<file path="src/bpp_ram.sv">
module bpp_ram #(
  parameter int WIDTH = 8,
  parameter int DEPTH = 16
) (
  input  logic                     clk,
  input  logic                     wr_en,
  input  logic [$clog2(DEPTH)-1:0] wr_addr,
  input  logic [WIDTH-1:0]         wr_data,
  input  logic                     rd_en,
  input  logic [$clog2(DEPTH)-1:0] rd_addr,
  output logic [WIDTH-1:0]         rd_data
);

  logic [WIDTH-1:0] mem_r [DEPTH];
  logic [WIDTH-1:0] rd_data_r;

  always_ff @(posedge clk) begin
    if (wr_en) begin
      mem_r[wr_addr] <= wr_data;
    end
    if (rd_en) begin
      rd_data_r <= mem_r[rd_addr];
    end
  end

  assign rd_data = rd_data_r;

endmodule

</file>
<file path="config.mk">
export PLATFORM = sky130hd
export DESIGN_NAME = bpp_ram
export DESIGN_NICKNAME = d
export VERILOG_FILES = /design/src/bpp_ram.sv
export SDC_FILE = /design/constraint.sdc
export NUM_CORES = 1
export LEC_CHECK = 0
export ABC_AREA = 1
export BUFFER_PORTS_ARGS = -buffer_cell sky130_fd_sc_hd__buf_2
export CAP_MARGIN = 0
export CELL_PAD_IN_SITES_DETAIL_PLACEMENT = 2
export CELL_PAD_IN_SITES_GLOBAL_PLACEMENT = 2
export CORE_UTILIZATION = 37
export DETAILED_ROUTE_END_ITERATION = 7
export HOLD_SLACK_MARGIN = 0.06
export MAX_ROUTING_LAYER = met4
export PLACE_DENSITY = 0.79
export SKIP_CTS_REPAIR_TIMING = 1
export SLEW_MARGIN = 20
export SYNTH_ARGS = -nofsm -noshare
export SYNTH_HDL_FRONTEND = slang
export SYNTH_SLANG_ARGS = --single-unit
</file>
<file path="constraint.sdc">
create_clock -name clk -period 0.99 [get_ports clk]
set_input_delay 0.0495 -clock clk [delete_from_list [all_inputs] [get_ports clk]]
set_output_delay 0.0495 -clock clk [all_outputs]
set_load 0.01 [all_outputs]
</file>
Yosys cells after proc, flatten, opt, wreduce, memory -nomap -nowiden:

Memories as Yosys holds them, arrays and structs flattened. A register that Yosys moved wholly into a read port is not among the register bits.
Cells that the tools add are included.

* mux-type cells: 2

Operator list (count)
* 1-bit 2-to-1 mux: 2

* register bits: 0
* bits in writable memories: 128
* input port bits: 19
* output and inout bits: 8
* memories: 1

Memories
* mem_r: depth 16, bits a word 8, read ports 1, clocked after Yosys merged registers in 1, write ports 1, line 14 `logic [WIDTH-1:0] mem_r [DEPTH];`

Longest topological paths before layout:

* word-level depth: 2
* depth in mapped cells: 8
* gate-level depth less buffers: 7

Worst setup path after synthesis:

OpenSTA, ideal clock, no wires.

* kind: in2reg
* from: input port wr_addr[3]
* to: memory mem_r[4][0], enable pin
* setup time: 0.370 ns
* arrival: 0.630 ns
* path slack: -0.010 ns
* stages: 2
* buffers on the path: 0
* cell sequence: nand3b_1 -> nor2_1

RTL lines
* from (decl): line 7 `input logic [$clog2(DEPTH)-1:0] wr_addr,`
* to (decl): line 14

No word-level cell before the write port.

==> metrics.md <==
| Metric | Value |
|---|---|
| Outcome | `finished with violations` |
| Failing checks | `negative setup slack` |
| FMAX | `0.833 GHz` |
| Overall Global Routing Usage | `0.263` |
| Total Power | `14.0 mW` |
| IO Port Bufs | `26` |
| Layout cells sized above 1 | `0.251` |
| Core area | `15300 um2` |
| Worst IR drop on VDD | `1300 uV` |
| Clk_lat worst skew | `0.43 ns` |
| Final slew viol count | `0` |
| Via-to-Cell Ratio | `5.11` |
| Dpl ws | `-0.323 ns` |
| Leakage | `3.13 nW` |
| Post-route ant nets | `0` |
| Crit share post-route | `1.21` |
| Maxcap violations | `0` |
| Worst-path clk slew | `0.06 ns` |
| Die Width | `128 um` |
| RSZ-0062 raised after global routing | `yes` |
| Via count | `4273` |
| Global-route wire length before repair | `29.3 mm` |
| Cells after Synth | `551` |
| Num CTS Buffers | `17` |
| WS Path Type | `flop to flop` |
| Htree depth | `4` |
| Crit path DAT | `1.37 ns` |
| Seq/Total Area, Yosys | `0.698` |
| Per-cell routed wire length | `23.8 um` |
| #FFs+latches synth | `136` |
| Rows | `45` |
| CP Capture Type | `flop` |
| PnR worst setup slack | `-0.211 ns` |
| # setup viols final | `12` |
| Netlist cell types | `11` |
| Total iterations of the first detailed-routing run | `4` |
| Number of remaining DRC errors | `0` |
| Initial antenna violation count | `0` |
| Die ar. | `16300 um2` |
| Clock Tree Buf Depth | `2` |
| CTS Root Cell | `clkbuf_16` |
| Crit path launch type | `flop` |
| Syn_area_per_cell | `10.6 um2` |
| Nets | `631` |
| WP data required | `1.16 ns` |
| Worst slew margin | `0.689` |
| Final WL | `19.9 mm` |
| Final Hold Vio Count | `0` |
| Worst-path fanout max | `1` |
| Slew at the pin closest to its max-slew limit | `0.467 ns` |
| Initial drt markers | `379` |
| Clk sink count | `136` |
| Worst Hold Class | `input pin to flop` |
| Gpl congestion | `0.801` |
| PwrDens | `1900 nW/um2` |
| Final Skew | `0.00541 ns` |
| Hold Slack | `0.0591 ns` |
| Post-route minimum period | `1.20 ns` |
| Diode count | `0` |
| Syn-to-layout area delta | `25.4%` |
| Ys Warns | `0` |
| Largest net degree at the start of global routing | `33` |
| DP HPWL | `12.4 mm` |
| Layout fillers | `1548` |
| Die H | `128 um` |
| Overflow after GRT | `0` |
| Boundary Pins | `27` |
| Mapped cell area | `5850 um2` |
| Initial core utilization | `0.382` |
| Vias in the first global route | `4892` |
| Synth top area share | `0.698` |
| Post-synthesis cell type with the largest combined area | `edfxtp_1` |
| CTS tree | `built` |
| Top cells by area, synth | `edfxtp_1 (70%), nand2_1 (11%), nand3_1 (8.3%)` |
| Syn nets | `570` |
-- sequential cells by signal, summed over array words and instances, names as in the netlist --
signal / count
mem_r: 128
rd_data: 8
-- metal layers --
layer / global-route usage / vias to the layer above / part of all wire
met4: 0.111 / 0 / 0.021
met3: 0.0455 / 30 / 0.032
li1: - / 1900 / -
met5: - / - / 0
met2: 0.462 / 100 / 0.55
met1: 0.298 / 2243 / 0.40
-- worst paths after layout --
path                                       startpoint                endpoint  slack, ns  cells after the start
worst min register to register  mem_r[6][7]$_DFFE_PP_    rd_data[7]$_DFFE_PP_       0.80                      6
worst min-delay path                       wr_data[5]  mem_r[10][5]$_DFFE_PP_       0.06                      1
worst max-delay path            mem_r[0][5]$_DFFE_PP_    rd_data[5]$_DFFE_PP_      -0.21                      6
worst max register to register  mem_r[0][5]$_DFFE_PP_    rd_data[5]$_DFFE_PP_      -0.21                      6
-- final cells by class --
class                      count  area [um2]  share of cell area
tap                          211         264              0.0360
timing repair buffer          66         556              0.0758
inverter                     102         383              0.0522
multi-input combinational    289        1470               0.201
clock buffer                  21         440              0.0601
clock inverter                11         130              0.0178
sequential                   136        4080               0.557
-- synthesized netlist by cell type --
library cell  count
buf_6             6
inv_1           100
nand3b_1          2
nand2_1         173
nand3_1          97
nor2_1           17
edfxtp_1        136
buf_2            13
buf_1             1
inv_2             2
buf_4             4
-- worst max-delay path: stages, from the launching register on --
cell,delay (ns)
edfxtp_1,0.40
inv_1,0.09
nand2_1,0.08
nand3_2,0.09
nand3_2,0.09
nand3_1,0.11
nand2_2,0.08
-- where the power goes --
group | switching [mW] | total [mW] | internal, mW | leakage [nW]
Clock | 2.41 | 6.32 | 3.91 | 0.279
Combinational | 0.738 | 1.09 | 0.353 | 1.62
Sequential | 0.0499 | 6.54 | 6.49 | 1.24
Total | 3.20 | 14.0 | 10.8 | 3.13
-- placed cells by master (no fill, tap or decap), types with 3 or more instances in the layout --
| cell type | Yosys | final |
|---|---|---|
| buf_12 | 0 | 8 |
| inv_2 | 2 | 8 |
| clkinv_2 | 0 | 5 |
| nand3_1 | 97 | 55 |
| clkbuf_1 | 0 | 4 |
| nand2_2 | 0 | 20 |
| nand3_2 | 0 | 42 |
| edfxtp_1 | 136 | 136 |
| inv_1 | 100 | 94 |
| dlygate4sd3_1 | 0 | 5 |
| nor2_1 | 17 | 17 |
| nand2_1 | 173 | 153 |
| bufinv_16 | 0 | 3 |
| buf_2 | 13 | 24 |
| clkbuf_16 | 0 | 17 |
| buf_4 | 4 | 27 |
-- stage by stage --
stage,util,instances,instance area (um2),TNS [ns]
after floorplan,-,551,5850,-0.662
final,0.479,836,7330,-1.62
after detailed placement,0.420,799,6440,-11.28
after global placement,0.420,799,6440,-3.58
after global routing,0.479,836,7330,-2.18
after CTS,0.458,831,7010,-2.14
-- cell families (layout without fill, tap and decap cells) --
family,count (synthesis),in the layout,share of synthesized area
buf+inv,126,200,0.0939
flops,136,136,0.698
simple gates,289,289,0.208
Note: power is estimated with default switching activity, not from simulation.
